$ cat src/rtl/mclb_pkg.sv
`timescale 1ns / 1ps
`default_nettype none
// ----------------------------------------------------------------------------
// mclb_pkg
// Shared types and constants of the multi-channel LED blinker: command codes,
// field widths and the control and status groups of one blink channel.
// ----------------------------------------------------------------------------
package mclb_pkg;

	localparam int CMD_W      = 3;
	localparam int IDX_W      = 3;
	localparam int PERIOD_W   = 16;
	localparam int DURATION_W = 16;
	localparam int PHASE_W    = 16;
	localparam int ELAPSED_W  = 17;
	localparam int OUT_W      = 7;

	// input transaction: command, led_index, period_ms, duration_ms, padded to bytes
	localparam int IN_BITS  = CMD_W + IDX_W + PERIOD_W + DURATION_W;
	localparam int IN_DATA_W = ((IN_BITS + 7) / 8) * 8;
	// output transaction: led_state, blinking, padded to bytes
	localparam int OUT_BITS = 2 * OUT_W;
	localparam int OUT_DATA_W = ((OUT_BITS + 7) / 8) * 8;

	typedef enum logic [CMD_W-1:0] {
		CMD_TICK    = 3'd0,
		CMD_START   = 3'd1,
		CMD_STOP    = 3'd2,
		CMD_LED_ON  = 3'd3,
		CMD_LED_OFF = 3'd4
	} cmd_t;

	typedef struct packed {
		logic tick;
		logic start;
		logic stop;
		logic led_on;
		logic led_off;
	} chan_ctrl_t;

	typedef struct packed {
		logic led;
		logic active;
	} chan_stat_t;

endpackage
`default_nettype wire

$ cat src/rtl/mclb_channel.sv
`timescale 1ns / 1ps
`default_nettype none
// ----------------------------------------------------------------------------
// mclb_channel
// One blink channel: holds its LED and active bits, phase and elapsed counts
// and the stored period and duration, and works out the next state for one
// decoded command.
// ----------------------------------------------------------------------------
module mclb_channel
	import mclb_pkg::*;
(
	input  wire logic                  clk,
	input  wire logic                  arst_n,
	input  wire chan_ctrl_t            ctrl,
	input  wire logic [PERIOD_W-1:0]   period,
	input  wire logic [DURATION_W-1:0] duration,
	output chan_stat_t                 stat,
	output chan_stat_t                 stat_next
);

	localparam logic [ELAPSED_W-1:0] ELAPSED_MAX = '1;

	logic                  led_q;
	logic                  active_q;
	logic [PHASE_W-1:0]    phase_q;
	logic [ELAPSED_W-1:0]  elapsed_q;
	logic [PERIOD_W-1:0]   period_q;
	logic [DURATION_W-1:0] duration_q;

	logic                  led_d;
	logic                  active_d;
	logic [PHASE_W-1:0]    phase_d;
	logic [ELAPSED_W-1:0]  elapsed_d;

	logic [PERIOD_W-1:0]   per_eff;
	logic [ELAPSED_W-1:0]  elapsed_inc;
	logic [PHASE_W:0]      phase_inc;
	logic [PHASE_W-1:0]    phase_wrap;

	always_comb begin
		per_eff     = (period_q == '0) ? PERIOD_W'(1) : period_q;
		elapsed_inc = (elapsed_q < ELAPSED_MAX) ? elapsed_q + ELAPSED_W'(1) : elapsed_q;
		phase_inc   = {1'b0, phase_q} + (PHASE_W+1)'(1);
		phase_wrap  = (phase_inc >= {1'b0, per_eff}) ? '0 : phase_inc[PHASE_W-1:0];

		led_d     = led_q;
		active_d  = active_q;
		phase_d   = phase_q;
		elapsed_d = elapsed_q;

		if (ctrl.tick && active_q) begin
			elapsed_d = elapsed_inc;
			phase_d   = phase_wrap;
			// run length exhausted: channel drops out and the led goes dark
			if ((duration_q != '0) && (elapsed_inc > {1'b0, duration_q})) begin
				active_d = 1'b0;
				led_d    = 1'b0;
			end else begin
				led_d = (phase_wrap > (per_eff >> 1));
			end
		end
		if (ctrl.start) begin
			active_d  = 1'b1;
			phase_d   = '0;
			elapsed_d = '0;
		end
		if (ctrl.stop) begin
			active_d = 1'b0;
			led_d    = 1'b0;
		end
		if (ctrl.led_on) begin
			led_d = 1'b1;
		end
		if (ctrl.led_off) begin
			led_d = 1'b0;
		end
	end

	always_ff @(posedge clk or negedge arst_n) begin
		if (!arst_n) begin
			led_q     <= 1'b0;
			active_q  <= 1'b0;
			phase_q   <= '0;
			elapsed_q <= '0;
		end else begin
			led_q     <= led_d;
			active_q  <= active_d;
			phase_q   <= phase_d;
			elapsed_q <= elapsed_d;
		end
	end

	always_ff @(posedge clk) begin
		if (ctrl.start) begin
			period_q   <= period;
			duration_q <= duration;
		end
	end

	assign stat      = '{led: led_q, active: active_q};
	assign stat_next = '{led: led_d, active: active_d};

endmodule
`default_nettype wire

$ cat src/rtl/multi_channel_led_blinker.sv
`timescale 1ns / 1ps
`default_nettype none
// ----------------------------------------------------------------------------
// multi_channel_led_blinker
// Seven-channel LED blink controller driven by a command stream of ticks,
// blink start and stop, and direct led on and off.
// ----------------------------------------------------------------------------
// result: a command's result is registered in the output register or skid buffer
// throughput: one command per cycle while the skid buffer is empty, all channels
//   update in parallel in a single pass of next-state logic; a two-entry output
//   register and skid buffer keeps input ready off the output ready path
// reset: all channels inactive, all leds off, counts zero; no clearing pass
// ----------------------------------------------------------------------------
module multi_channel_led_blinker
	import mclb_pkg::*;
#(
	parameter int NUM_LEDS = 7
) (
	input  wire logic                  clk,
	input  wire logic                  arst_n,
	input  wire logic                  s_tvalid,
	output logic                       s_tready,
	// [2:0] command, [5:3] led_index, [21:6] period_ms, [37:22] duration_ms
	input  wire logic [IN_DATA_W-1:0]  s_tdata,
	output logic                       m_tvalid,
	input  wire logic                  m_tready,
	// [6:0] led_state, [13:7] blinking
	output logic [OUT_DATA_W-1:0]      m_tdata
);

	localparam int OFS_IDX = CMD_W;
	localparam int OFS_PER = CMD_W + IDX_W;
	localparam int OFS_DUR = CMD_W + IDX_W + PERIOD_W;

	logic                  accept;
	cmd_t                  cmd;
	logic [IDX_W-1:0]      idx;
	logic [PERIOD_W-1:0]   period;
	logic [DURATION_W-1:0] duration;
	logic                  idx_ok;

	chan_ctrl_t ctrl      [NUM_LEDS];
	chan_stat_t stat      [NUM_LEDS];
	chan_stat_t stat_next [NUM_LEDS];

	logic [OUT_W-1:0] led_vec;
	logic [OUT_W-1:0] act_vec;

	logic                  out_v_q;
	logic [OUT_BITS-1:0]   out_q;
	logic                  skid_v_q;
	logic [OUT_BITS-1:0]   skid_q;

	assign s_tready = !skid_v_q;
	assign accept   = s_tvalid && s_tready;

	assign cmd      = cmd_t'(s_tdata[CMD_W-1:0]);
	assign idx      = s_tdata[OFS_IDX +: IDX_W];
	assign period   = s_tdata[OFS_PER +: PERIOD_W];
	assign duration = s_tdata[OFS_DUR +: DURATION_W];
	assign idx_ok   = (32'(idx) < NUM_LEDS);

	// per-channel command decode
	always_comb begin
		for (int i = 0; i < NUM_LEDS; i++) begin
			logic hit;
			hit     = accept && idx_ok && (32'(idx) == i);
			ctrl[i] = '0;
			unique case (cmd)
				CMD_TICK:    ctrl[i].tick    = accept;
				CMD_START:   ctrl[i].start   = hit;
				CMD_STOP:    ctrl[i].stop    = hit;
				CMD_LED_ON:  ctrl[i].led_on  = hit;
				CMD_LED_OFF: ctrl[i].led_off = hit;
				default: ;
			endcase
		end
	end

	for (genvar g = 0; g < NUM_LEDS; g++) begin : g_chan
		mclb_channel u_chan (
			.clk       (clk),
			.arst_n    (arst_n),
			.ctrl      (ctrl[g]),
			.period    (period),
			.duration  (duration),
			.stat      (stat[g]),
			.stat_next (stat_next[g])
		);
	end

	for (genvar k = 0; k < OUT_W; k++) begin : g_out
		if (k < NUM_LEDS) begin : g_used
			assign led_vec[k] = stat_next[k].led;
			assign act_vec[k] = stat_next[k].active;
		end else begin : g_absent
			assign led_vec[k] = 1'b0;
			assign act_vec[k] = 1'b0;
		end
	end

	always_ff @(posedge clk or negedge arst_n) begin
		if (!arst_n) begin
			out_v_q  <= 1'b0;
			skid_v_q <= 1'b0;
		end else begin
			if (accept) begin
				if (!out_v_q || m_tready) begin
					out_v_q <= 1'b1;
				end else begin
					skid_v_q <= 1'b1;
				end
			end else if (m_tready) begin
				if (skid_v_q) begin
					skid_v_q <= 1'b0;
				end else begin
					out_v_q <= 1'b0;
				end
			end
		end
	end

	always_ff @(posedge clk) begin
		if (accept) begin
			if (!out_v_q || m_tready) begin
				out_q <= {act_vec, led_vec};
			end else begin
				skid_q <= {act_vec, led_vec};
			end
		end else if (m_tready && skid_v_q) begin
			out_q <= skid_q;
		end
	end

	assign m_tvalid = out_v_q;
	assign m_tdata  = {{(OUT_DATA_W-OUT_BITS){1'b0}}, out_q};

	// skid entry only fills behind a held output
	a_skid_behind_out: assert property (@(posedge clk) disable iff (!arst_n)
		skid_v_q |-> out_v_q)
		else $error("skid entry valid without output entry");

	a_accept_gives_result: assert property (@(posedge clk) disable iff (!arst_n)
		accept |=> m_tvalid)
		else $error("accepted command produced no result");

	a_start_activates: assert property (@(posedge clk) disable iff (!arst_n)
		ctrl[0].start |=> stat[0].active)
		else $error("start did not activate channel");

	a_stop_clears: assert property (@(posedge clk) disable iff (!arst_n)
		ctrl[0].stop |=> (!stat[0].active && !stat[0].led))
		else $error("stop left channel active or lit");

endmodule
`default_nettype wire
$ cat config.mk
export PLATFORM = sky130hd
export DESIGN_NAME = multi_channel_led_blinker
export DESIGN_NICKNAME = d
export VERILOG_FILES = /design/src/rtl/mclb_pkg.sv /design/src/rtl/mclb_channel.sv /design/src/rtl/multi_channel_led_blinker.sv
export SDC_FILE = /design/constraint.sdc
export NUM_CORES = 1
export LEC_CHECK = 0
export ABC_AREA = 1
export BUFFER_PORTS_ARGS = -buffer_cell sky130_fd_sc_hd__buf_2
export CAP_MARGIN = 20
export CORE_UTILIZATION = 36
export CTS_CLUSTER_SIZE = 30
export DETAILED_ROUTE_END_ITERATION = 8
export GPL_TIMING_DRIVEN = 1
export HOLD_SLACK_MARGIN = 0.15
export PLACE_DENSITY_LB_ADDON = 0.05
export SLEW_MARGIN = 40
export SYNTH_ARGS = -nofsm -noshare
export SYNTH_HDL_FRONTEND = slang
export SYNTH_SLANG_ARGS = --single-unit
$ cat constraint.sdc
create_clock -name clk -period 4 [get_ports clk]
set_clock_uncertainty 0.1 [all_clocks]
set_input_delay 0.8 -clock clk [delete_from_list [all_inputs] [get_ports clk]]
set_output_delay 0.8 -clock clk [all_outputs]
set_load 0.005 [all_outputs]
==> impl_metrics.toml, run 1 <==
[detailed_routing]
drt-total-wl_um = 98000
drc = 0
met2_length_um = 43750
drt-pass1-iter-count = 5
top_layer_used = "met5"
route.layer.met1.wl_um = 47860
met3WireLength_um = 4042
post_detailed_route_count_of_antenna_violating_nets = 0
post_drt_wl_per_cell_um = 17.31
routed_via_density = 4.817
violation_count_after_the_first_detailed_routing_iteration = 1385
total_via_count_in_the_routed_design = 27260

[logic_synthesis]
yosysUniqueCellTypes = 59
netlist_area_um2 = 32080
synth_compound_gate_area_share = 0.08242
syn-mean-instance-area_um2 = 8.378
netlist_instances = 3829
count_of_flip_flops_with_a_built_in_enable_after_synthesis = 252
synth_seq_cells = 499
synth_top_flop_cell = "edfxtp_1"
post_synth_and_or_nand_nor_area_fraction = 0.2200
yosys.area_share.adder = 0.1338
largest_family_of_logic_cells_by_synthesized_area = "simple AND/OR/NAND/NOR gates"
synth-async-reset-ratio = 0.4950
synth.yosys.seq_area_share = 0.4286
yosys_warnings = 0
synth-xor-area-share = 0.03920
synth.mux.area_fraction = 0

[timing]
fmax_mhz = 215.5
final-hold-violation-count = 0
timing.max_slew.rel_slack = 0.4550
totalNegativeSetupSlack_ps = -10660
setup_viol = 21
rsz_0062_raised_after_global_routing = "yes"
period_needed_ps = 4641
period_share = 1.160
worst_tran_pin_value_ps = 815.6
postLayoutSetupSlackWorst_ps = -641.3
final-max-slew-violation-count = 0

[power]
p_clk_frac = 0.249
design_power_total_mw = 23.72
powerDensity_nw_per_um2 = 559.1
switching_share = 0.3749
worst_ir_drop_vdd_mv = 0.3411
net-switching-power_mw = 8.892
power.share.sequential = 0.295
total_leakage_power_nw = 20.61
internal_power_mw = 14.82
gate_power_share = 0.456

[critical_path]
worstSetupEndpoint = "out_q[2]"
r2r-start = "g_chan[2].u_chan.phase_q[1]"
cpMostUsedCell = "nand2_1"
worst_r2r_endpoint = "out_q[2]"
cp.required_ps = 4300
start_kind = "register"
worst_r2r_path_depth = 38
critPathArrivalTime_ps = 4940
critPathCaptureType = "register"
worst-r2r-setup-slack_ps = -640
setup.worst_path.start = "g_chan[2].u_chan.phase_q[1]"
ws_path_type = "reg -> reg"
timing.critical_path.fanout_max = 4
worst_path_max_delay_cell = "dfrtp_1"
worst_path_largest_cell_delay_ps = 350

[cells_and_area]
post-route-util = 0.4800
antennaDiodeCount = 0
layout.nets = 4832
layout.cells.non_filler = 5660
mostFrequentLayoutCell = "inv_1"
layout.cell_area.non_filler_um2 = 42420
post_route_cells_drive_above_1_share = 0.2714
most-common-layout-cells = "689 x inv_1, 685 x nand2_1, 536 x buf_4"
area_growth_pct = 32.24

[placed_design]
dpl-instance-area_um2 = 37180
place.port_buffers = 57
gp_congestion = 0.8474
place.detailed.instances = 5442
post-dp-hpwl_um = 71270

[global_route]
via_count_of_the_first_global_routing_pass = 27040
grt_remaining_overflow = 0
grt_first_pass_wirelength_um = 151800
grt_start_max_net_pins = 86
overall_fraction_of_global_route_tracks_in_use = 0.2171
grt_antenna_before_repair = 13

[run_status]
run_status = "complete, but fails checks"
failed_checks = "setup timing"

[floorplanning]
die_h_um = 300.5
rows = 109
design.core.area_um2 = 88370
initial_utilization = 0.3630
die_width_um = 300.5
dieArea_um2 = 90300
design.portCount = 62

[clocking]
cts.reportedPaths.clkPinSlew_ps = 60
ctsRootBufferMaster = "clkbuf_16"
htreeDepth = 2
cts_made_buffers = 60
cts_tree = "done"
clock_tree.buffer_depth = 3
clock_network_latency_to_the_later_pin_of_the_worst_skew_pair_ps = 640
clock_sink_count = 499

[hold_path]
hold_path_startpoint = "m_tready"
worstHoldPathType = "in -> reg"

[flow_run]
maxCapViolCount = 0
## worst min path at each step
| stage | end | slack [ps] | depth (start not counted) |
|---|---|---|---|
| after floorplan | out_q[10] | 390 | 2 |
| after global placement | out_q[1] | 400 | 2 |
| after detailed placement | out_q[3] | 400 | 2 |
| after CTS | skid_v_q | 310 | 2 |
| after global routing | skid_v_q | 340 | 2 |
| final | skid_v_q | 340 | 2 |
## worst max-delay path: cells and delay by family (launching register included)
kind / cells / cell delay, ps
flip-flops: 1 / 350
buffers and inverters: 4 / 330
AND/OR/NAND/NOR: 29 / 2570
adder cells (fa/ha/maj): 3 / 730
AO/OA/AOI/OAI: 2 / 340
## power by group through the flow
stage                     clock (mW)  combinational, mW  sequential, mW
after detailed placement           0               8.93            7.05
after floorplan                    0               5.24            6.92
final                           5.91               10.8            6.99
after global placement             0               8.92            7.06
after global routing            6.27               12.2            7.11
after CTS                       6.09               10.1            6.97
## stage by stage
stage	setup WS (ps)	hold WS, ps
detailed placement	-896.7	404.5
floorplan	-195.0	394.6
finish	-641.3	341.9
CTS	-694.1	305.3
global route	-1072	341.2
global placement	-879.0	401.8
## layout make-up
class	instances	area, um^2
multi-input combinational	2525	17630
tap	1165	1458
inverter	746	2833
sequential	499	13750
clock buffer	70	1600
fill	8605	45950
clock inverter	42	534.3
timing repair buffer	613	4616
## state kept, by name (all words and copies together) (netlist names)
name and cells:
skid_v_q 1, g_chan.u_chan.active_q 7, g_chan.u_chan.led_q 7, g_chan.u_chan.duration_q 112, out_q 14, g_chan.u_chan.elapsed_q 119
g_chan.u_chan.phase_q 112, m_tvalid 1, g_chan.u_chan.period_q 112, skid_q 14
## synth_stat cells, drive strengths merged (35+ instances only)
cell type    n  area, um^2
ha         343        4292
nor3       100       621.8
o21ai      173       869.6
nand2      784        2975
nand3      194        1006
dfrtp      247        6181
a21oi      145       729.5
nor4        72       509.2
clkbuf      35       131.4
o22ai       80       506.7
inv        742        2785
nor2       312        1229
nand4       74       469.2
edfxtp     252        7567
xor2       140        1249
## per-layer routing
| layer | up-vias | global-route usage |
|---|---|---|
| met3 | 126 | 0.02821 |
| li1 | 13930 | - |
| met1 | 12770 | 0.3109 |
| met5 | - | 0 |
| met4 | 8 | 0.05624 |
| met2 | 420 | 0.3443 |
## cell families after synthesis
family | after synthesis
AOI/OAI and AO/OA | 466
adders and majority gates | 343
other | 1
buffers and inverters | 808
and+or+nand+nor | 1571
DFF | 499
xor gates and xnor gates | 141
## what timing repair did
action,4_1_cts,5_1_grt
hold buffers,1,0
setup endpoints to repair,21,27
endpoints found under the hold margin,40,0
gates cloned,3,0
resized for setup,298,215
setup buffers,70,32
pin swaps,160,210
Power figures use the tool's default switching activity.
==> run 2, diff against run 1 <==
Settings changed: CTS_BUF_LIST set to sky130_fd_sc_hd__clkbuf_4.
==> run 2 against run 1 <==
  * The run still ends with setup timing left
  * Largest power group unchanged
  * Register-to-register slack about the same
  * Sequential power about the same
  * Sequential share of layout area decreased by 0.32 points
  * Power decreased by 3.0%
  * Via count increased by 3.2%
  * Final area increased by 1.0%
  * Worst hold slack got worse by 44 ps
  * Count of clock-buffer cells in the layout increased by 130
==> impl_metrics.toml, run 2 (synthesis results as in run 1) <==
[detailed_routing]
post_detailed_route_count_of_antenna_violating_nets = 0
drt-total-wl_um = 99640
drt-pass1-iter-count = 5
routed_via_density = 4.779
violation_count_after_the_first_detailed_routing_iteration = 1424
post_drt_wl_per_cell_um = 16.93
total_via_count_in_the_routed_design = 28130
drc = 0

[power]
p_clk_frac = 0.221
total_leakage_power_nw = 21.01
powerDensity_nw_per_um2 = 536.8
net-switching-power_mw = 8.972
internal_power_mw = 14.03
design_power_total_mw = 23.00
switching_share = 0.3901
worst_ir_drop_vdd_mv = 0.2500
gate_power_share = 0.475
power.share.sequential = 0.304

[cells_and_area]
mostFrequentLayoutCell = "inv_1"
largest_register_ffs = 119
layout.nets = 4981
area_growth_pct = 33.58
largest_reg_by_ff_count = "g_chan.u_chan.elapsed_q"
fillerInstances = 8705
post_route_cells_drive_above_1_share = 0.2901
layout.cell_area.non_filler_um2 = 42850
most-common-layout-cells = "685 x inv_1, 676 x nand2_1, 550 x buf_4"

[timing]
period_share = 1.162
period_needed_ps = 4646
final-max-slew-violation-count = 0
timing.max_slew.rel_slack = 0.4777
totalNegativeSetupSlack_ps = -10210
setup_viol = 21
worst_tran_pin_value_ps = 781.5
postLayoutSetupSlackWorst_ps = -646.2
rsz_0062_raised_after_global_routing = "yes"
final-hold-violation-count = 0
fmax_mhz = 215.2

[critical_path]
worst_path_largest_cell_delay_ps = 400
cp_top_family = "simple AND/OR/NAND/NOR gates"
timing.critical_path.fanout_max = 7
worst_path_max_delay_cell = "dfrtp_1"
cp.required_ps = 4640
critPathArrivalTime_ps = 5290
worst-r2r-setup-slack_ps = -650
critPathBufInv = 7
ws_path_type = "reg -> reg"
start_kind = "register"
critPathCaptureType = "register"

[global_route]
grt.busiest_layer = "met2"
grt_first_pass_wirelength_um = 153900
grt_remaining_overflow = 0
grt_use_met1 = 0.3108
groute.layer.met2.usage = 0.3461
grt_use_met3 = 0.03651
overall_fraction_of_global_route_tracks_in_use = 0.2216
via_count_of_the_first_global_routing_pass = 27990
grt_antenna_before_repair = 13
grt_start_max_net_pins = 86

[clocking]
clock_sink_count = 499
cts_made_buffers = 146
cts_tree = "done"
ctsRootBufferMaster = "clkbuf_4"
cts.reportedPaths.clkPinSlew_ps = 60
htreeDepth = 4
clock_tree.buffer_depth = 3
clock_network_latency_to_the_later_pin_of_the_worst_skew_pair_ps = 1020

[hold_path]
worstHoldPathType = "in -> reg"

[flow_run]
maxCapViolCount = 0

[floorplanning]
initial_utilization = 0.3630
design.portCount = 62
rows = 109
design.core.area_um2 = 88370
die_h_um = 300.5
dieArea_um2 = 90300
die_width_um = 300.5

[run_status]
failed_checks = "setup timing"
run_status = "complete, but fails checks"

[placed_design]
place.port_buffers = 57
dpl-instance-area_um2 = 37180
gp_congestion = 0.8474
post-dp-hpwl_um = 71270
-- run 2: final cells by class --
class | instances | area, um^2 | area share
multi-input cells | 2525 | 17650 | 0.4119
flip-flops and latches | 499 | 13750 | 0.3209
repair buffers | 676 | 5214 | 0.1217
inverters | 746 | 2838 | 0.06623
clock buffers | 200 | 1501 | 0.03504
well taps | 1165 | 1458 | 0.03402
clock inverters | 70 | 426.7 | 0.009957
diodes | 5 | 12.51 | 0.0002920
-- run 2: layer usage --
layer,share of wire,vias up
li1,-,14330
met5,0.00023,-
met2,0.45,496
met1,0.49,13140
met3,0.040,157
met4,0.023,4
-- run 2: through the flow --
step,hold WS [ps],setup slack [ps],util,std cells
after detailed placement,404.5,-896.7,0.4207,5442
final,297.9,-646.2,0.4849,5886
after global routing,208.3,-1043,0.4849,5886
after floorplan,394.6,-195.0,-,3830
after global placement,401.8,-879.0,0.4207,5442
after CTS,154.0,-704.8,0.4675,5843
-- run 2: worst register-to-register path, delay by kind of cell, from the launching register on --
kind            cells  cell delay [ps]
fa+ha+maj           3              580
xor+xnor            1              200
flops               1              400
simple gates       20             1880
compound gates      2              320
buf+inv             7              900
-- run 2: worst paths after layout --
kind | to | cells past startpoint | startpoint
max | out_q[0] | 33 | g_chan[0].u_chan.phase_q[0]
min | g_chan[4].u_chan.led_q | 5 | s_tdata[5]
max reg2reg | out_q[0] | 33 | g_chan[0].u_chan.phase_q[0]
min reg2reg | out_q[5] | 2 | skid_q[5]
max in group asynchronous | g_chan[0].u_chan.phase_q[12] | 5 | arst_n
min in group asynchronous | g_chan[6].u_chan.phase_q[11] | 3 | arst_n
-- run 2: repair_timing --
action / in CTS / in global routing
endpoints found under the hold margin: 313 / 27
gates cloned: 3 / 0
hold buffers: 47 / 1
pin swaps: 164 / 181
endpoints found under the setup margin: 21 / 30
setup buffers: 81 / 37
resized for setup: 279 / 253
-- run 2: power groups by stage --
stage                     combinational, mW  clock [mW]  sequential [mW]
after floorplan                        5.24           0             6.92
after global placement                 8.92           0             7.06
after detailed placement               8.93           0             7.05
after CTS                              10.0        5.30             6.97
after global routing                   12.3        5.56             7.12
final                                  10.9        5.09             6.99
